$ cat config.mk
export PLATFORM = sky130hd
export DESIGN_NAME = button_factory_reset_fsm
export DESIGN_NICKNAME = d
export VERILOG_FILES = /design/src/hw/rtl/bfr_pkg.sv /design/src/hw/rtl/bfr_front.sv /design/src/hw/rtl/bfr_queue.sv /design/src/hw/rtl/bfr_back.sv /design/src/hw/rtl/button_factory_reset_fsm.sv
export SDC_FILE = /design/constraint.sdc
export NUM_CORES = 1
export LEC_CHECK = 0
export BUFFER_PORTS_ARGS = -buffer_cell sky130_fd_sc_hd__buf_4
export CAP_MARGIN = 20
export CORE_MARGIN = 10
export CORE_UTILIZATION = 60
export CTS_CLUSTER_SIZE = 8
export DETAILED_ROUTE_END_ITERATION = 10
export PLACE_DENSITY = 0.86
export SYNTH_ARGS = -nofsm -noshare
export SYNTH_HDL_FRONTEND = slang
export SYNTH_HIERARCHICAL = 1
export SYNTH_SLANG_ARGS = --single-unit
$ cat constraint.sdc
create_clock -name clk -period 8.1 [get_ports clk]
set_input_delay 0.405 -clock clk [delete_from_list [all_inputs] [get_ports clk]]
set_output_delay 0.405 -clock clk [all_outputs]
set_load 0.05 [all_outputs]
$ cat src/hw/rtl/bfr_pkg.sv
// Shared types and constants for the button factory-reset controller.
// Used by bfr_front, bfr_queue, bfr_back and button_factory_reset_fsm.
// No dependencies.
`default_nettype none

package bfr_pkg;

  localparam int TIME_WIDTH  = 32;
  localparam int CMP_WIDTH   = (TIME_WIDTH > 32) ? TIME_WIDTH : 32;
  localparam int QUEUE_DEPTH = 2;
  localparam int QPTR_WIDTH  = (QUEUE_DEPTH > 1) ? $clog2(QUEUE_DEPTH) : 1;
  localparam int QCNT_WIDTH  = $clog2(QUEUE_DEPTH + 1);

  typedef logic [TIME_WIDTH-1:0] stamp_t;

  typedef enum logic [1:0] {
    FUNC_TICK  = 2'd0,
    FUNC_PRESS = 2'd1,
    FUNC_DONE  = 2'd2
  } func_t;

  typedef enum logic [2:0] {
    ACT_NONE      = 3'd0,
    ACT_FLIP      = 3'd1,
    ACT_BLINK     = 3'd2,
    ACT_REMOVE    = 3'd3,
    ACT_INIT_DONE = 3'd4,
    ACT_RESET     = 3'd5,
    ACT_REBOOT    = 3'd6
  } action_t;

  typedef enum logic [6:0] {
    ST_INIT            = 7'b0000001,
    ST_WAIT_INIT_DONE  = 7'b0000010,
    ST_WAIT_RESET      = 7'b0000100,
    ST_WAIT_RESET_DONE = 7'b0001000,
    ST_FSR_BEGIN       = 7'b0010000,
    ST_FSR_CONFIRM     = 7'b0100000,
    ST_FSR_DONE        = 7'b1000000
  } mode_t;

  localparam logic [2:0] CODE_INIT            = 3'd0;
  localparam logic [2:0] CODE_WAIT_INIT_DONE  = 3'd1;
  localparam logic [2:0] CODE_WAIT_RESET      = 3'd2;
  localparam logic [2:0] CODE_WAIT_RESET_DONE = 3'd3;
  localparam logic [2:0] CODE_FSR_BEGIN       = 3'd4;
  localparam logic [2:0] CODE_FSR_CONFIRM     = 3'd5;
  localparam logic [2:0] CODE_FSR_DONE        = 3'd6;

  typedef enum logic [2:0] {
    CFG_SHORT_PRESS_LIMIT   = 3'd0,
    CFG_HOLD_BEGIN_INTERVAL = 3'd1,
    CFG_CONFIRM_TIMEOUT     = 3'd2,
    CFG_INIT_FLIP_COUNT     = 3'd3,
    CFG_PRESS_FLIP_COUNT    = 3'd4
  } cfg_index_t;

  localparam logic [31:0] SHORT_PRESS_LIMIT_RESET   = 32'd1000;
  localparam logic [31:0] HOLD_BEGIN_INTERVAL_RESET = 32'd5000;
  localparam logic [31:0] CONFIRM_TIMEOUT_RESET     = 32'd5000;
  localparam logic [7:0]  INIT_FLIP_COUNT_RESET     = 8'd2;
  localparam logic [7:0]  PRESS_FLIP_COUNT_RESET    = 8'd4;

  typedef struct packed {
    func_t       func;
    logic        button_held;
    logic [31:0] now_time;
    logic [31:0] press_duration;
  } in_t;

  typedef struct packed {
    action_t    action;
    logic [7:0] flips;
    logic       status;
    logic [2:0] state_now;
    logic       last;
  } out_t;

  typedef struct packed {
    action_t    act0;
    action_t    act1;
    logic       two;
    logic [7:0] flips;
    logic       status;
    logic [2:0] state_now;
  } cmd_t;

  function automatic logic [2:0] state_code(mode_t m);
    logic [2:0] c;
    case (m)
      ST_INIT:            c = CODE_INIT;
      ST_WAIT_INIT_DONE:  c = CODE_WAIT_INIT_DONE;
      ST_WAIT_RESET:      c = CODE_WAIT_RESET;
      ST_WAIT_RESET_DONE: c = CODE_WAIT_RESET_DONE;
      ST_FSR_BEGIN:       c = CODE_FSR_BEGIN;
      ST_FSR_CONFIRM:     c = CODE_FSR_CONFIRM;
      ST_FSR_DONE:        c = CODE_FSR_DONE;
      default:            c = CODE_INIT;
    endcase
    return c;
  endfunction

endpackage

`default_nettype wire

$ cat src/hw/rtl/bfr_front.sv
// Front end: configuration registers, item accept, state machine update and
// classification of each item into one queued command.
// Depends on bfr_pkg.
`default_nettype none

module bfr_front (
  input  wire logic          clk,
  input  wire logic          rst,
  input  wire logic          in_valid,
  output logic               in_stall,
  input  wire bfr_pkg::in_t  in_data,
  input  wire logic          cfg_valid,
  output logic               cfg_ready,
  input  wire logic [2:0]    cfg_index,
  input  wire logic [31:0]   cfg_data,
  input  wire logic          queue_full,
  output logic               push,
  output bfr_pkg::cmd_t      push_cmd
);
  import bfr_pkg::*;

  logic [31:0] short_press_limit;
  logic [31:0] hold_begin_interval;
  logic [31:0] confirm_timeout;
  logic [7:0]  init_flip_count;
  logic [7:0]  press_flip_count;

  mode_t  mode, mode_next;
  stamp_t stamp, stamp_next;
  logic   pending, pending_next;

  stamp_t now_t;
  stamp_t elapsed;
  logic   hold_hit;
  logic   confirm_hit;

  assign cfg_ready = 1'b1;
  assign in_stall  = queue_full;
  assign push      = in_valid && !queue_full;

  assign now_t       = stamp_t'(in_data.now_time);
  assign elapsed     = now_t - stamp;
  assign hold_hit    = CMP_WIDTH'(elapsed) >= CMP_WIDTH'(hold_begin_interval);
  assign confirm_hit = CMP_WIDTH'(elapsed) >= CMP_WIDTH'(confirm_timeout);

  always_comb begin
    mode_next          = mode;
    stamp_next         = stamp;
    pending_next       = pending;
    push_cmd.act0      = ACT_NONE;
    push_cmd.act1      = ACT_NONE;
    push_cmd.two       = 1'b0;
    push_cmd.flips     = '0;
    push_cmd.status    = 1'b0;
    case (in_data.func)
      FUNC_TICK: begin
        pending_next = 1'b0;
        case (mode)
          ST_INIT: begin
            if (!in_data.button_held) begin
              push_cmd.act0  = ACT_FLIP;
              push_cmd.flips = init_flip_count;
              mode_next      = ST_WAIT_INIT_DONE;
            end else begin
              stamp_next = now_t;
              mode_next  = ST_FSR_BEGIN;
            end
          end
          ST_WAIT_RESET: begin
            if (pending) begin
              push_cmd.act0  = ACT_FLIP;
              push_cmd.flips = press_flip_count;
              mode_next      = ST_WAIT_RESET_DONE;
            end
          end
          ST_FSR_BEGIN: begin
            if (!in_data.button_held) begin
              stamp_next    = '0;
              push_cmd.act0 = ACT_INIT_DONE;
              mode_next     = ST_WAIT_RESET;
            end else if (hold_hit) begin
              push_cmd.act0 = ACT_BLINK;
              stamp_next    = now_t;
              mode_next     = ST_FSR_CONFIRM;
            end
          end
          ST_FSR_CONFIRM: begin
            if (confirm_hit) begin
              push_cmd.act0 = ACT_REMOVE;
              push_cmd.act1 = ACT_INIT_DONE;
              push_cmd.two  = 1'b1;
              stamp_next    = '0;
              mode_next     = ST_WAIT_RESET;
            end else if (pending) begin
              push_cmd.act0 = ACT_RESET;
              push_cmd.act1 = ACT_REMOVE;
              push_cmd.two  = 1'b1;
              stamp_next    = '0;
              mode_next     = ST_FSR_DONE;
            end
          end
          ST_FSR_DONE: begin
            push_cmd.act0  = ACT_FLIP;
            push_cmd.flips = press_flip_count;
            mode_next      = ST_WAIT_RESET_DONE;
          end
          default: begin
          end
        endcase
      end
      FUNC_PRESS: begin
        if (in_data.press_duration > short_press_limit) begin
          push_cmd.status = 1'b1;
        end else begin
          pending_next = 1'b1;
        end
      end
      FUNC_DONE: begin
        if (mode == ST_WAIT_INIT_DONE) begin
          push_cmd.act0 = ACT_REMOVE;
          push_cmd.act1 = ACT_INIT_DONE;
          push_cmd.two  = 1'b1;
          mode_next     = ST_WAIT_RESET;
        end else if (mode == ST_WAIT_RESET_DONE) begin
          push_cmd.act0 = ACT_REMOVE;
          push_cmd.act1 = ACT_REBOOT;
          push_cmd.two  = 1'b1;
        end else begin
          push_cmd.status = 1'b1;
        end
      end
      default: begin
      end
    endcase
    push_cmd.state_now = state_code(mode_next);
  end

  always_ff @(posedge clk) begin
    if (rst) begin
      mode    <= ST_INIT;
      stamp   <= '0;
      pending <= 1'b0;
    end else if (push) begin
      mode    <= mode_next;
      stamp   <= stamp_next;
      pending <= pending_next;
    end
  end

  always_ff @(posedge clk) begin
    if (rst) begin
      short_press_limit   <= SHORT_PRESS_LIMIT_RESET;
      hold_begin_interval <= HOLD_BEGIN_INTERVAL_RESET;
      confirm_timeout     <= CONFIRM_TIMEOUT_RESET;
      init_flip_count     <= INIT_FLIP_COUNT_RESET;
      press_flip_count    <= PRESS_FLIP_COUNT_RESET;
    end else if (cfg_valid && cfg_ready) begin
      case (cfg_index)
        CFG_SHORT_PRESS_LIMIT:   short_press_limit   <= cfg_data;
        CFG_HOLD_BEGIN_INTERVAL: hold_begin_interval <= cfg_data;
        CFG_CONFIRM_TIMEOUT:     confirm_timeout     <= cfg_data;
        CFG_INIT_FLIP_COUNT:     init_flip_count     <= cfg_data[7:0];
        CFG_PRESS_FLIP_COUNT:    press_flip_count    <= cfg_data[7:0];
        default: begin
        end
      endcase
    end
  end

endmodule

`default_nettype wire

$ cat src/hw/rtl/bfr_queue.sv
// Short command queue between the front end and the back end.
// Depends on bfr_pkg.
`default_nettype none

module bfr_queue (
  input  wire logic          clk,
  input  wire logic          rst,
  input  wire logic          push,
  input  wire bfr_pkg::cmd_t push_cmd,
  output logic               full,
  input  wire logic          pop,
  output logic               head_valid,
  output bfr_pkg::cmd_t      head_cmd
);
  import bfr_pkg::*;

  cmd_t                  entry [QUEUE_DEPTH];
  logic [QPTR_WIDTH-1:0] wr_ptr;
  logic [QPTR_WIDTH-1:0] rd_ptr;
  logic [QCNT_WIDTH-1:0] count;
  logic                  do_push;
  logic                  do_pop;

  assign full       = count == QCNT_WIDTH'(QUEUE_DEPTH);
  assign head_valid = count != '0;
  assign head_cmd   = entry[rd_ptr];
  assign do_push    = push && !full;
  assign do_pop     = pop && head_valid;

  function automatic logic [QPTR_WIDTH-1:0] ptr_inc(logic [QPTR_WIDTH-1:0] p);
    logic [QPTR_WIDTH-1:0] r;
    if (p == QPTR_WIDTH'(QUEUE_DEPTH - 1)) begin
      r = '0;
    end else begin
      r = p + 1'b1;
    end
    return r;
  endfunction

  always_ff @(posedge clk) begin
    if (do_push) begin
      entry[wr_ptr] <= push_cmd;
    end
  end

  always_ff @(posedge clk) begin
    if (rst) begin
      wr_ptr <= '0;
      rd_ptr <= '0;
      count  <= '0;
    end else begin
      if (do_push) begin
        wr_ptr <= ptr_inc(wr_ptr);
      end
      if (do_pop) begin
        rd_ptr <= ptr_inc(rd_ptr);
      end
      if (do_push && !do_pop) begin
        count <= count + 1'b1;
      end else if (do_pop && !do_push) begin
        count <= count - 1'b1;
      end
    end
  end

  a_count_bound: assert property (@(posedge clk) disable iff (rst)
    count <= QCNT_WIDTH'(QUEUE_DEPTH))
    else $error("queue count above depth");

  a_push_when_full: assert property (@(posedge clk) disable iff (rst)
    full && !pop |=> full)
    else $error("queue left full state without a pop");

  a_ptr_gap: assert property (@(posedge clk) disable iff (rst)
    (count == '0 || full) |-> wr_ptr == rd_ptr)
    else $error("queue pointers disagree with count");

endmodule

`default_nettype wire

$ cat src/hw/rtl/bfr_back.sv
// Back end: expands each queued command into one or two result words and
// holds them in the output register.
// Depends on bfr_pkg.
`default_nettype none

module bfr_back (
  input  wire logic          clk,
  input  wire logic          rst,
  input  wire logic          head_valid,
  input  wire bfr_pkg::cmd_t head_cmd,
  output logic               pop,
  output logic               out_valid,
  input  wire logic          out_stall,
  output bfr_pkg::out_t      out_data
);
  import bfr_pkg::*;

  logic sel;
  logic load;
  out_t word;

  assign load = !out_valid || !out_stall;
  assign pop  = load && head_valid && word.last;

  always_comb begin
    word.action    = sel ? head_cmd.act1 : head_cmd.act0;
    word.flips     = sel ? 8'd0 : head_cmd.flips;
    word.status    = sel ? 1'b0 : head_cmd.status;
    word.state_now = head_cmd.state_now;
    word.last      = sel || !head_cmd.two;
  end

  always_ff @(posedge clk) begin
    if (rst) begin
      out_valid <= 1'b0;
      sel       <= 1'b0;
    end else if (load) begin
      out_valid <= head_valid;
      sel       <= head_valid && !word.last;
    end
  end

  always_ff @(posedge clk) begin
    if (load && head_valid) begin
      out_data <= word;
    end
  end

endmodule

`default_nettype wire

$ cat src/hw/rtl/button_factory_reset_fsm.sv
// Top level of the button start-up and factory-reset controller.
// Instantiates bfr_front, bfr_queue and bfr_back; depends on bfr_pkg.
// Input items are accepted one per cycle while the two-entry command queue
// has room; the state machine advances at accept. Each item yields one or two
// result words, and the back end's single output register sends one word a
// cycle while out_stall is low. Configuration writes are always ready and take
// effect on the next cycle.
`default_nettype none

module button_factory_reset_fsm (
  input  wire logic          clk,
  input  wire logic          rst,
  input  wire logic          in_valid,
  output logic               in_stall,
  input  wire bfr_pkg::in_t  in_data,
  output logic               out_valid,
  input  wire logic          out_stall,
  output bfr_pkg::out_t      out_data,
  input  wire logic          cfg_valid,
  output logic               cfg_ready,
  input  wire logic [2:0]    cfg_index,
  input  wire logic [31:0]   cfg_data
);
  import bfr_pkg::*;

  logic queue_full;
  logic push;
  cmd_t push_cmd;
  logic pop;
  logic head_valid;
  cmd_t head_cmd;

  bfr_front u_front (
    .clk        (clk),
    .rst        (rst),
    .in_valid   (in_valid),
    .in_stall   (in_stall),
    .in_data    (in_data),
    .cfg_valid  (cfg_valid),
    .cfg_ready  (cfg_ready),
    .cfg_index  (cfg_index),
    .cfg_data   (cfg_data),
    .queue_full (queue_full),
    .push       (push),
    .push_cmd   (push_cmd)
  );

  bfr_queue u_queue (
    .clk        (clk),
    .rst        (rst),
    .push       (push),
    .push_cmd   (push_cmd),
    .full       (queue_full),
    .pop        (pop),
    .head_valid (head_valid),
    .head_cmd   (head_cmd)
  );

  bfr_back u_back (
    .clk        (clk),
    .rst        (rst),
    .head_valid (head_valid),
    .head_cmd   (head_cmd),
    .pop        (pop),
    .out_valid  (out_valid),
    .out_stall  (out_stall),
    .out_data   (out_data)
  );

  a_first_ok: assert property (@(posedge clk) disable iff (rst)
    out_valid && !out_data.last |-> !out_data.status)
    else $error("first of two results carries an error status");

  a_flip_single: assert property (@(posedge clk) disable iff (rst)
    out_valid && out_data.action == ACT_FLIP |-> out_data.last)
    else $error("flip result not final");

  a_second_follows: assert property (@(posedge clk) disable iff (rst)
    out_valid && !out_data.last && !out_stall |=> out_valid)
    else $error("second result did not follow the first");

  a_second_kind: assert property (@(posedge clk) disable iff (rst)
    out_valid && !out_data.last |->
      out_data.action == ACT_REMOVE || out_data.action == ACT_RESET)
    else $error("unexpected first action of a pair");

endmodule

`default_nettype wire
# Yosys cells after proc, flatten, opt, wreduce, memory -nomap -nowiden
# Memories as Yosys holds them, arrays and structs flattened. A register that Yosys moved wholly into a read port is not among the register bits.
# Cells that the tools add are included.
dict set report classes {
  n_addsub 5
  order_cmp 3
  n_eq_ne 24
  n_mux 46
  n_reduce_logical 30
}
# op n
set ops {}
lappend ops {{$mux W32} 5}
lappend ops {{$pmux W32 S3} 1}
lappend ops {{$ge A32 B32 Y1} 2}
lappend ops {{$mux W7} 8}
lappend ops {{$pmux W7 S5} 1}
lappend ops {{$gt A32 B32 Y1} 1}
lappend ops {{$sub A32 B32 Y32} 1}
lappend ops {{$pmux W7 S2} 2}
lappend ops {{$mux W8} 3}
lappend ops {{$pmux W8 S3} 1}
lappend ops {{$pmux W3 S6} 1}
lappend ops {{$pmux W3 S5} 1}
lappend ops {{$eq A7 B2 Y1 const B} 2}
lappend ops {{$eq A7 B3 Y1 const B} 2}
lappend ops {{$eq A7 B4 Y1 const B} 2}
lappend ops {{$eq A7 B5 Y1 const B} 2}
lappend ops {{$eq A7 B6 Y1 const B} 2}
lappend ops {{$eq A7 B7 Y1 const B} 2}
lappend ops {{$mux W1} 12}
lappend ops {{$mux W6} 2}
lappend ops {{$reduce_and A2 Y1} 5}
lappend ops {{$logic_and A1 B1 Y1} 8}
lappend ops {{$eq A7 B1 Y1 const B} 1}
lappend ops {{$logic_not A1 Y1} 7}
lappend ops {{23 further kinds} 34}
dict set report totals {
  reg_bits 174
  ramBits 38
  input_bits 107
  memories 1
}
# memory words width rd rd_ports_with_merged_regs write_ports line
set mem_list {}
lappend mem_list {u_queue.entry 2 19 1 1 1 bfr_queue.sv:17} ;# cmd_t entry [QUEUE_DEPTH];

# Logic depth before layout (Yosys ltp)
# Gate-level depths: netlist of the first run.
dict set report logic_depth {
  depth_word 8
  ltp_mapped 26
  mapped_depth_nobuf 25
}

# Hierarchy
# Netlist of the first run, hierarchy kept.
# module instances cells_each area_each_um2 seq_area_each_um2
set by_module_without_submodules {}
lappend by_module_without_submodules {bfr_front 1 1352 10074.7 3042.9}
lappend by_module_without_submodules {bfr_queue 1 84 1587.8 1241.2}
lappend by_module_without_submodules {bfr_back 1 39 679.4 520.5}

# Worst setup path after synthesis of the first run
# Ideal clock, no wire load.
dict set report synth_path {
  kind {input to register}
  startpoint {input port in_data[32] (netlist bit)}
  endpoint {memory u_queue/entry[0][0] (netlist bit), data pin}
  arrival_ns 4.741
  t_required_ns 7.839
  setup_slack_ns 3.098
  stages 24
  path_buffers 0
  path_cell_list {inv_1 -> ha_1 -> inv_1 -> fa_1 -> a211oi_1 -> o21ai_0 -> a211oi_1 -> o21ai_1 -> o211ai_1 -> a21oi_1 -> a22o_1 -> o21ai_0 -> o21ai_0 -> xor2_1 -> ha_1 -> nand2_1 -> nor2_1 -> a211oi_1 -> o211ai_1 -> or3_4 -> or3_4 -> o311ai_4 -> mux2_2 -> nor3b_2}
}
# element line
set synth_rtl {}
lappend synth_rtl {{start: declaration} button_factory_reset_fsm.sv:15} ;# input wire bfr_pkg::in_t in_data,
lappend synth_rtl {{end: declaration} bfr_queue.sv:17}

==> run summary, run 1 <==
The flow ran to the end, and the final reports show no timing, DRC or antenna violations. Of the cells placed in the final design, the portion with a size suffix greater than 1 is roughly 14%. Among all flip-flop cells after synthesis, the most frequent one is sky130_fd_sc_hd__dfxtp_1. The highest attainable clock frequency came out at 174.3 MHz. Of the synthesized area, sequential elements account for approximately 40%. The total negative slack for setup checks came out at 0 ns. The number of design-rule violations left by the first detailed-router iteration is between 600 and 700.

STA puts the critical path data arrival time at 6.02 ns. In this run the count of I/O pins placed on the die edge is 126. The detailed-placement wirelength estimate is between 20000 and 25000 microns. The type of the worst setup path is reg -> reg. The post-synth design cell area is about 12000 sq um.

The startpoint of the most critical register-to-register path is u_front/stamp[2]. The total number of placement rows came out at 52. The register-to-register path setup slack is 2.36 ns. The pre-antenna-repair detailed-routing pass consisted of 5 iterations.

STA classifies the critical path endpoint as a flip-flop. The number of vias after detailed routing came out at approximately 11k. Along the worst path, the maximum fanout reaches 5. The worst setup path is launched from a flip-flop. Setup violations remaining at the end of the flow were counted as 0. The area of all placed cells without fillers is roughly 14000 sq um.

The global-route usage over all layers came out at a little under a quarter. The synthesized netlist net count came out at ~1.7k. The number of remaining DRC errors is 0. In this run, placement finished with an instance count of 1811. Ranked by total cell area, the synthesized netlist is headed by sky130_fd_sc_hd__dfxtp_1 (26%), sky130_fd_sc_hd__ha_1 (13%), sky130_fd_sc_hd__edfxtp_1 (13%). Summed over all instances, the cell type with the most area after synthesis is sky130_fd_sc_hd__dfxtp_1. CTS placed an instance of sky130_fd_sc_hd__clkbuf_16 at the clock tree root.

The number of antenna violations at the first check in global routing came to 0. In this run the vertical extent of the chip is 163.4 microns. Of the post-synthesis cell area, the dominant cell type holds around 26%. For the pin with the worst max-slew slack, the measured transition is 1.026 ns. The power per cell area came out at between 200 and 250 nW/um^2. Measured against its own limit, the worst slew margin works out to a little under a third.

The H-tree depth reported by CTS is 1. The clock tree skew after final layout is about 0.018 ns. The post-cts sizing count came out at 0. The clock sink count came out at 213. The netlist uses about 80 different library cells. After global routing the overflow that remains totals 0. The tool flagged a number of max-cap violations equal to 0. The area growth from synthesis to layout is 15.34%. Dividing the final minimum period by the clock period gives 70.83%. The detailed-route wire length per cell came out at 16.87 microns. The warning count from the yosys run is 6.

The total CTS buffers is 30. The final layout contains routed wiring with a total length of about 31000 microns. The critical path startpoint is u_front/stamp[2].

The clock insertion delay at the later pin of the skew report came out at 0.55 ns. The synthesis-stage register bit count came out at around 210. The required time of the critical path is about 8.4 ns.

During placement, the flow inserted port buffers numbering about 120. The number of buffers on the longest clock path is 3. Once detail routing completed, the nets flagged for antenna violations numbered 0. The placed instance area is 13390 sq um.

The net count reported at finish is roughly 1.8k. The clock period could shrink to about 5.7 ns. Setup repair after global routing left no endpoint under its margin. The final standard cell count with taps included and fillers excluded came out at about 1.9k. The number of pins exceeding their max-slew limit in the final report came out at 0. In the synthesized netlist, the cells that appear most often are sky130_fd_sc_hd__nand2_1 (274), sky130_fd_sc_hd__a21oi_1 (195), sky130_fd_sc_hd__dfxtp_1 (159), sky130_fd_sc_hd__inv_1 (146), sky130_fd_sc_hd__ha_1 (131).

The effective utilization at floorplan came out at roughly three fifths. The number of diodes added for antenna fixing is 0. In this run the most critical hold path is launched from cfg_data[10]. The number of vias per cell after detailed routing is between 5 and 6. The area of the die came out at between 20000 and 30000 sq um. The share of synthesized flip-flops with an asynchronous set or reset came out at 0%. The clock-pin slew on the worst setup and hold paths came out at around 0.05 ns.

The global-route wire length before repair is slightly above 50000 microns. The maximum number of pins on one net before global-route repair is 76. The number of enable flip-flop cells after synthesis is 54.

The number of buffers inserted to repair setup after CTS is 0. The area of the placeable core is just over 20000 sq um. The largest vdd supply drop came out at 0.0001232 V.

Yosys instantiated no cell more often than sky130_fd_sc_hd__nand2_1. The width of the die came out at 163.4 microns. The mean post-synth cell area is 8.367 sq um. The tightest min-delay check is of the in -> reg type. The number of hold-repair buffers added at the cts stage is 0. The TritonCTS clock tree is built. The number of global-route vias before repair came to 10.48k. The final hold violation count came out at 0. The reported leakage power is 5.518 nW. The gate count after technology mapping came out at 1475. Routability-driven placement finished with a final weighted congestion of between 0.9 and 1.
-- area by class of cell --
type	count	area [sq um]
multi-input cells	1050	6696
clock buffers	42	805.8
fillers	1593	6000
repair buffers	133	1026
inverters	146	548.0
well taps	270	337.8
flip-flops and latches	213	4805
clock inverters	1	16.27
-- power by group --
part / switching (mW) / internal, mW
clock: 0.437 / 0.674
combinational: 0.535 / 0.339
sequential: 0.0716 / 1.24
total: 1.04 / 2.25
-- per-stage QoR --
step	hold WS (ns)	total power, mW	setup WS, ns	utilization [%]
after floorplan	0.4319	1.937	3.098	-
after global placement	0.4372	2.156	2.208	66.08
after detailed placement	0.4440	2.191	2.072	66.15
after CTS	0.1082	3.307	2.228	70.21
after global routing	0.1238	3.452	1.938	70.35
final	0.1290	3.293	2.363	70.35
-- metal layers --
layer	vias up	global-route usage, %	share of wire [%]
met5	-	0	0
met4	0	7.582	2.5
met3	57	3.222	5.5
met2	298	39.26	49
met1	4985	28.19	43
li1	5260	-	-
-- state kept, by name, indices dropped and copies added (netlist names), named ones only --
name,cells
u_back/out_data,16
u_front/stamp,32
u_queue/wr_ptr,1
u_queue/count,2
u_back/sel,1
u_front/init_flip_count,8
u_front/confirm_timeout,32
u_front/press_flip_count,8
u_front/hold_begin_interval,32
u_queue/rd_ptr,1
u_front/short_press_limit,32
u_back/out_valid,1
u_front/pending,1
u_queue/entry,38
u_front/mode,7
-- critical path, cell delays in order (launching register included) --
cell and delay (ns):
sky130_fd_sc_hd__dfxtp_1 0.32, sky130_fd_sc_hd__inv_1 0.05, sky130_fd_sc_hd__ha_1 0.37, sky130_fd_sc_hd__o21a_1 0.13
sky130_fd_sc_hd__o31a_1 0.14, sky130_fd_sc_hd__o21ai_1 0.09, sky130_fd_sc_hd__a21boi_1 0.31, sky130_fd_sc_hd__a31oi_1 0.20
sky130_fd_sc_hd__o311ai_1 0.43, sky130_fd_sc_hd__a21boi_0 0.20, sky130_fd_sc_hd__o31ai_1 0.26, sky130_fd_sc_hd__a21oi_1 0.12
sky130_fd_sc_hd__xnor2_1 0.24, sky130_fd_sc_hd__ha_1 0.29, sky130_fd_sc_hd__a211o_1 0.27, sky130_fd_sc_hd__o211ai_1 0.10
sky130_fd_sc_hd__a21oi_1 0.09, sky130_fd_sc_hd__a311oi_1 0.30, sky130_fd_sc_hd__o21ai_1 0.13, sky130_fd_sc_hd__a311oi_2 0.59
sky130_fd_sc_hd__nor3_2 0.13, sky130_fd_sc_hd__o2111a_1 0.29, sky130_fd_sc_hd__mux2_2 0.26, sky130_fd_sc_hd__nor3b_2 0.16
-- layout by cell type, fill, tap and decap left out, types with 8 or more instances in the layout --
cell type	instances
sky130_fd_sc_hd__ha_1	131
sky130_fd_sc_hd__a21o_1	18
sky130_fd_sc_hd__a22oi_1	8
sky130_fd_sc_hd__edfxtp_1	54
sky130_fd_sc_hd__o21ai_0	47
sky130_fd_sc_hd__and3_1	10
sky130_fd_sc_hd__clkbuf_16	30
sky130_fd_sc_hd__nand2_1	274
sky130_fd_sc_hd__clkbuf_1	11
sky130_fd_sc_hd__dfxtp_1	159
sky130_fd_sc_hd__nand4_1	15
sky130_fd_sc_hd__a211oi_1	11
sky130_fd_sc_hd__o211ai_1	22
sky130_fd_sc_hd__a21oi_1	195
sky130_fd_sc_hd__buf_4	131
sky130_fd_sc_hd__nand2b_1	11
sky130_fd_sc_hd__nor2b_1	18
sky130_fd_sc_hd__nor3_1	13
sky130_fd_sc_hd__inv_1	146
sky130_fd_sc_hd__nor2_1	55
sky130_fd_sc_hd__xnor2_1	26
sky130_fd_sc_hd__xor2_1	12
sky130_fd_sc_hd__nand3_1	51
sky130_fd_sc_hd__mux2_2	23
-- final timing paths --
path	endpoint	depth (start not counted)
min	u_front/short_press_limit[10]	3
max	u_queue/entry[1][0]	23
min reg2reg	u_front/stamp[24]	2
max reg2reg	u_queue/entry[1][0]	23
-- cells by family after synthesis --
family,Yosys count,share of synthesized area [%]
muxes,24,2.220
xor gates and xnor gates,38,2.697
DFF,213,38.93
AOI/OAI and AO/OA,363,17.67
adders and majority gates,132,13.44
buffers and inverters,212,6.904
and+or+nand+nor,492,18.11
other,1,0.03038
No activity file was read; power rests on OpenSTA's default activity.
==> run 2: changes to the inputs <==
--- a/config.mk
+++ b/config.mk
@@ -8,10 +8,10 @@
 export BUFFER_PORTS_ARGS = -buffer_cell sky130_fd_sc_hd__buf_4
 export CAP_MARGIN = 20
 export CORE_MARGIN = 10
-export CORE_UTILIZATION = 60
+export CORE_UTILIZATION = 54
 export CTS_CLUSTER_SIZE = 8
 export DETAILED_ROUTE_END_ITERATION = 10
-export PLACE_DENSITY = 0.86
+export PLACE_DENSITY = 0.82
 export SYNTH_ARGS = -nofsm -noshare
 export SYNTH_HDL_FRONTEND = slang
 export SYNTH_HIERARCHICAL = 1
==> constraint.sdc (replaced) <==
create_clock -name clk -period 4.6 [get_ports clk]
set_input_delay 0.23 -clock clk [delete_from_list [all_inputs] [get_ports clk]]
set_output_delay 0.23 -clock clk [all_outputs]
set_load 0.05 [all_outputs]
==> run summary, run 2 (same netlist as run 1, synthesis figures left out) <==
The run finished, with violations left. The final reports fail on setup timing. The endpoint identified for the worst register-to-register timing path is u_queue/entry[0][0]. Counting flops per register, the top entry is u_queue/entry. The clock tree skew after final layout came out at 0.01340 ns (-0.004301 ns). The total CTS buffers is 30 (unchanged). The count of nets left with antenna violations after detail routing was 0 (unchanged). The tightest min-delay check is of the in -> reg type. The reported leakage power is 6.496 nW (+18%). The effective utilization at floorplan came out at 54.68% (-6.3 points). The I/O pin count is 126 (unchanged). In the layout the commonest cells are sky130_fd_sc_hd__nand2_1 (241), sky130_fd_sc_hd__buf_4 (232), sky130_fd_sc_hd__a21oi_1 (156), sky130_fd_sc_hd__dfxtp_1 (153), sky130_fd_sc_hd__inv_1 (143). The final hold violation count was 0 (unchanged). Setup repair after global routing could not meet its margin everywhere. The actual slew at the worst max-slew pin came out at 1.101 ns (+0.07508 ns). The period utilization came out at 114.2% (+43 points).

The area of the placeable core is 22570 sq um (+12%). The number of buffers on the longest clock path came to 3 (unchanged). The overall power is 6.182 mW (+88%). The number of global-route vias before repair came out at 11.55k (+10%). The vertical extent of the die came to 171.2 microns (+4.7%). The H-tree depth reported by CTS came to 1 (unchanged).

The type of the worst setup path is reg -> reg. The final routed wirelength across all metal layers came out at 38010 microns (+21%). The family of cells with the greatest summed delay on the critical path is compound AO/OA/AOI/OAI gates. The arrival time at the worst endpoint came out at 5.53 ns (-0.49 ns). The overflow left after global routing was 0 (unchanged). The number of antenna violations at the first check in global routing came to 0 (unchanged). The worst setup path is launched from a flip-flop. The fraction of final layout cells with drive strength greater than 1 is 25.88% (+12 points). The required time of the critical path came out at 4.88 ns (-3.51 ns). The path depth of the worst reg2reg path is 23 (unchanged). The count of maximum capacitance violations was 0 (unchanged). The time the final worst path needs with I/O delays and setup came out at 5.254 ns (-0.4837 ns). The highest attainable clock frequency is 190.3 MHz (+9.2%). The detailed-route wire length per cell came out at 18.57 microns (+10%).

The largest fanout on the critical path was 5 (unchanged). The first-pass iteration count of the detailed router is 5 (unchanged). The worst relative slew slack came to 26.62% (-4.8 points). The global-route wire length before repair came out at 56200 microns (+11%). The power per cell area is 372.1 nW/um^2 (+61%).

The fill cell instance count of the final layout is 1503 (-5.6%). The number of vias per cell after detailed routing is 5.795 (+1.4%). Walking the worst path, the cells encountered are inv_1, ha_4, nand2_1, o21ai_1, a22o_1, a31oi_4, o311ai_4, a21boi_2, o31ai_1, a21oi_1, xnor2_2, ha_1, a211o_1, o211ai_1, a21oi_1, a311oi_1, o21ai_1, a311oi_2, clkbuf_16, nor3_2, o2111a_1, mux2_4, nor3b_4. The largest stage delay on the critical path came out at 0.36 ns (-0.23 ns). The source of the worst hold timing path is in_data[33]. The number of diodes added for antenna fixing came out at 0 (unchanged). The area growth from synthesis to final layout is 34.60%. The slowest stage of the critical path is the sky130_fd_sc_hd__dfxtp_2 cell. The worst setup path is captured at a flip-flop. The width of the die came out at 171.2 microns (+4.7%). The area of the die is 29300 sq um (+9.7%). The detailed-placement wirelength estimate is 23740 microns (+2.5%). The final worst slack came to -0.6536 ns (-3.016 ns). The maximum number of pins on one net before global-route repair is 89 (+17%). The largest vdd supply drop came out at 0.0002545 V (+110%). The endpoint with the worst hold slack is u_front/stamp[1]. In this run the critical register-to-register path is launched from u_front/stamp[11]. The number of design-rule violations left by the first detailed-router iteration is 817 (+20%). The clock-pin slew on the worst setup and hold paths came to 0.06 ns (about the same).

The register-to-register path setup slack is -0.65 ns (-3.02 ns). The tree is rooted in a sky130_fd_sc_hd__clkbuf_16. The net count reported at finish is 1990 (+9.8%). The total number of placement rows was 55 (+5.8%). The number of buffers and inverters on the critical path came out at 2 (+1). The hold-critical path depth came out at 4 (+1). The final weighted congestion in routability-driven placement is 0.9369 (-1.2%). The number of buffers inserted by port buffering is 124 (unchanged). The number of flip-flops in the largest register came to 38 (unchanged). The most frequent standard cell in the layout excluding fill and tap cells is sky130_fd_sc_hd__nand2_1. The number of remaining DRC errors is 0 (unchanged). The clock sink count is 213 (unchanged). TritonCTS built the clock tree. The clock insertion delay at the later pin of the skew report is 0.53 ns (-0.02 ns).

The total setup violations reported at the end of the flow was 55 (+55). The number of vias after detailed routing came out at 11.86k (+12%). The number of pins exceeding their max-slew limit in the final report came to 0 (unchanged).

The final core utilization is 73.60% (+3.2 points). The global-route usage over all layers was 23.24% (+0.60 points).
run 2: changes by cell type in the layout (fill, tap and decap cells not counted), moves of 8 or more:
cell	change
sky130_fd_sc_hd__dlygate4sd3_1	+64
sky130_fd_sc_hd__buf_6	+8
sky130_fd_sc_hd__a21oi_1	-39
sky130_fd_sc_hd__nand2_4	+28
sky130_fd_sc_hd__a21oi_2	+35
sky130_fd_sc_hd__buf_4	+101
sky130_fd_sc_hd__nand2_1	-33
sky130_fd_sc_hd__o21ai_0	-10
run 2: area by class of cell:
class                   instances  area, sq um  area share (%)
flip-flops and latches        213         4812           28.97
repair buffers                310         2620           15.77
clock buffers                  43        830.8           5.001
well taps                     285        356.6           2.147
inverters                     146        548.0           3.299
multi-input cells            1050         7445           44.81
run 2: worst min-delay path: stages:
cell and delay [ns]:
sky130_fd_sc_hd__buf_4 0.11, sky130_fd_sc_hd__buf_4 0.14, sky130_fd_sc_hd__nand3_1 0.08, sky130_fd_sc_hd__a21oi_1 0.07
run 2: worst max path at each step:
stage / from / endpoint / slack [ns] / cells past startpoint
5_1_grt: u_front/stamp[0] / u_queue/entry[0][0] / -0.83 / 24
3_5_place_dp: u_front/stamp[1] / u_queue/entry[0][0] / -0.62 / 22
6_report: u_front/stamp[11] / u_queue/entry[0][0] / -0.65 / 23
3_3_place_gp: in_data[32] / u_queue/entry[0][0] / -0.43 / 24
4_1_cts: u_front/stamp[0] / u_queue/entry[0][0] / -0.44 / 23
2_1_floorplan: u_front/stamp[13] / u_queue/entry[0][0] / -0.08 / 23
run 2: per-stage QoR:
step                      instance area [sq um]  hold WS [ns]  cells  setup TNS (ns)  setup slack [ns]
final                                     16610        0.1389   2047          -21.31           -0.6536
after global routing                      16610        0.1218   2047          -34.22           -0.8312
after CTS                                 15920       0.09519   2032          -14.73           -0.4428
after detailed placement                  14110        0.4412   1910          -18.96           -0.6214
after global placement                    14110        0.4352   1910          -10.87           -0.4296
after floorplan                           12390        0.2991   1475         -0.1536          -0.07680
run 2: repair_timing:
item	CTS	global route
hold buffers	64	0
cloned	3	0
resized for setup	45	138
endpoints found under the setup margin	53	57
endpoints found under the hold margin	139	0
pin swaps	16	50
setup buffers	12	15
run 2: power by group:
part / leakage (nW) / internal, mW / switching [mW] / total (mW)
Sequential: 1.81 / 2.18 / 0.133 / 2.31
Combinational: 4.28 / 0.795 / 1.08 / 1.87
Clock: 0.402 / 1.22 / 0.782 / 2.00
Total: 6.50 / 4.19 / 1.99 / 6.18
run 2: per-layer routing:
layer	vias to the layer above	GRT usage, %	wire length [microns]
met5	-	0	0
met4	0	10.06	1698
met3	141	3.598	2517
met2	514	41.33	19210
met1	5587	27.09	14580
li1	5621	-	-
==> run 3: changes to the inputs <==
--- a/config.mk
+++ b/config.mk
@@ -7,6 +7,7 @@
 export LEC_CHECK = 0
 export BUFFER_PORTS_ARGS = -buffer_cell sky130_fd_sc_hd__buf_4
 export CAP_MARGIN = 20
+export CORE_ASPECT_RATIO = 2
 export CORE_MARGIN = 10
 export CORE_UTILIZATION = 54
 export CTS_CLUSTER_SIZE = 8
==> run summary, run 3 (same netlist as run 1, synthesis figures left out) <==
The run finished, with violations left. The final reports fail on setup timing. In this run the critical register-to-register path is launched from u_front/stamp[1].

In the layout the commonest cells are sky130_fd_sc_hd__nand2_1 (273), sky130_fd_sc_hd__buf_4 (252), sky130_fd_sc_hd__a21oi_1 (171), sky130_fd_sc_hd__dfxtp_1 (156), sky130_fd_sc_hd__inv_1 (143). On the critical path, the stage with the largest delay is an instance of sky130_fd_sc_hd__dfxtp_2. The total number of placement rows was 78 (+42%). The final core utilization came out at 72.85% (-0.75 points). The vertical extent of the die was 233.8 microns (+37%). The path depth of the worst reg2reg path came out at 26 (+13%).

The number of buffers and inverters on the critical path came out at 4 (+2). u_queue/entry holds more flip-flops than any other register. The net count reported at finish is 2007 (+0.85%). The total negative slack for setup checks came out at -19.12 ns (+2.188 ns). The highest attainable clock frequency is 192.7 MHz (+1.2%). The total setup violations reported at the end of the flow is 43 (-22%). The fraction of final layout cells with drive strength greater than 1 is 24.38% (-1.5 points). The power per cell area came out at 372.1 nW/um^2 (about the same). The I/O pin count is 126 (unchanged). The number of placed cells counting well taps came to 1923 (+0.68%). The clock-pin slew on the worst setup and hold paths is 0.05 ns (about the same). The critical register-to-register path endpoint is u_queue/entry[0][0].

The largest vdd supply drop is 0.0003516 V (+38%). The largest stage delay on the critical path is 0.35 ns (about the same). The global-route usage over all layers was 23.55% (+0.31 points). The period utilization is 112.8% (-1.4 points). The required time of the critical path came to 4.90 ns (+0.02 ns). The number of global-route vias before repair came out at 12.07k (+4.5%). The clock sink count is 213 (unchanged). The worst hold path class is in -> reg. The number of remaining DRC errors is 0 (unchanged). The fill cell instance count of the final layout is 1590 (+5.8%). The final weighted congestion in routability-driven placement is 0.9845 (+5.1%). The final hold violation count is 0 (unchanged). The final worst slack was -0.5891 ns (+0.06444 ns). The global-route wire length before repair is 57930 microns (+3.1%). The hold-critical path depth came out at 4 (unchanged). The final standard cell count with taps included and fillers excluded came to 2062 (+0.73%).

The number of buffers on the longest clock path came out at 3 (unchanged). Among cell families on the critical path, the largest total delay comes from compound AO/OA/AOI/OAI gates. The number of design-rule violations left by the first detailed-router iteration is 667 (-18%).

The critical path is of the reg -> reg type. TritonCTS built the clock tree. The worst hold slack came out at 0.1018 ns (-0.03703 ns). The area of the placeable core is 22640 sq um (+0.31%).

The largest fanout on the critical path is 3 (-2). The worst relative slew slack is 22.05% (-4.6 points). Setup repair after global routing could not meet its margin everywhere. The number of antenna violations at the first check in global routing is 1 (+1). The number of pins exceeding their max-slew limit in the final report is 0 (unchanged). The effective utilization at floorplan is 54.51% (-0.17 points). The actual slew at the worst max-slew pin came out at 1.169 ns (+0.06852 ns). The register-to-register path setup slack is -0.59 ns (+0.06 ns). The detailed-placement wirelength estimate is 25750 microns (+8.5%). The clock tree skew after final layout is 0.01368 ns (+0.0002802 ns). The path with the worst hold slack has its endpoint at u_front/stamp[1]. The clock insertion delay at the later pin of the skew report is 0.55 ns (+0.02 ns). The H-tree depth reported by CTS came out at 1 (unchanged). The area of the multi-input gates is 7247 sq um (-2.7%). The number of vias after detailed routing came to 11.83k (-0.24%). The worst setup slack before clock tree synthesis came out at -0.8148 ns (-0.1934 ns). STA classifies the critical path startpoint as a flip-flop. The most frequent standard cell in the layout excluding fill and tap cells is sky130_fd_sc_hd__nand2_1. The count of maximum capacitance violations came out at 0 (unchanged). The number of flip-flops in the largest register is 38 (unchanged). The count of nets left with antenna violations after detail routing is 0 (unchanged).

The width of the die came to 126.9 microns (-26%). Counting stages on the worst path, the most repeated cell is sky130_fd_sc_hd__buf_4. The total CTS buffers is 30 (unchanged). The maximum number of pins on one net before global-route repair is 94 (+5.6%). The root cell of the clock tree is sky130_fd_sc_hd__clkbuf_16. The reported leakage power is 6.511 nW (+0.23%). From synthesis to final layout, the design area changed by 33.65%.

The flip-flop and latch area is 4808 sq um (about the same). The final routed wirelength across all metal layers was 37770 microns (-0.62%). The worst hold path begins at in_data[33].

The detailed-route wire length per cell came to 18.32 microns (-1.3%). The time the final worst path needs with I/O delays and setup came to 5.189 ns (-0.06444 ns). The arrival time at the worst endpoint was 5.49 ns (-0.04 ns). The number of vias per cell after detailed routing is 5.739 (-0.97%). The number of buffers inserted by port buffering came to 124 (unchanged). The first-pass iteration count of the detailed router was 5 (unchanged). The overflow left after global routing came out at 0 (unchanged). The category of the worst setup path capture point is a flip-flop. The area of the die is 29670 sq um (+1.3%).
run 3: changes by cell type in the layout (fill, tap and decap cells not counted), sizes merged:
cell / previous run / this run
buf: 245 / 261
clkinv: 0 / 2
diode: 0 / 2
run 3: per-stage QoR:
step	power (mW)	area, sq um
after floorplan	3.418	12390
after global placement	3.957	14230
after detailed placement	4.015	14230
after CTS	6.075	15980
after global routing	6.419	16490
final	6.138	16490
run 3: per-layer routing:
layer / global-route usage, % / part of all wire, %
met5: 0 / 0
met4: 14.33 / 6.3
met3: 3.958 / 5.6
met2: 45.14 / 54
met1: 22.60 / 34
run 3: worst max path at each step:
stage	startpoint	end	slack (ns)	cells past startpoint
detailed placement	u_front/stamp[1]	u_queue/entry[0][1]	-0.81	24
global placement	u_front/stamp[1]	u_queue/entry[0][0]	-0.61	24
floorplan	u_front/stamp[13]	u_queue/entry[0][0]	-0.08	23
finish	u_front/stamp[1]	u_queue/entry[0][0]	-0.59	26
CTS	u_front/stamp[0]	u_queue/entry[0][2]	-0.42	26
global route	u_front/stamp[1]	u_queue/entry[0][0]	-0.80	26
run 3: power breakdown:
group | switching, mW | leakage [nW] | internal [mW] | total, mW
Combinational | 1.06 | 4.31 | 0.811 | 1.88
Sequential | 0.129 | 1.81 | 2.18 | 2.31
Clock | 0.782 | 0.395 | 1.18 | 1.96
run 3: layout make-up:
type / count / area share (%)
Antenna cell: 2 / 0.03034
Clock buffer: 42 / 4.824
Clock inverter: 2 / 0.1290
Inverter: 146 / 3.322
Multi-Input combinational cell: 1050 / 43.94
Sequential cell: 213 / 29.15
Tap cell: 280 / 2.124
Timing Repair Buffer: 327 / 16.48
run 3: timing repair:
item / in CTS / in global routing
cloned: 0 / 3
hold buffers: 64 / 0
hold endpoints to repair: 143 / 0
buffers inserted: 15 / 13
pin swaps: 28 / 49
gates resized for setup: 44 / 74
setup endpoints to repair: 57 / 57
run 3: worst min-delay path, cell delays in order:
cell                      delay [ns]
sky130_fd_sc_hd__buf_4          0.11
sky130_fd_sc_hd__buf_4          0.14
sky130_fd_sc_hd__nand3_2        0.07
sky130_fd_sc_hd__a21oi_2        0.06
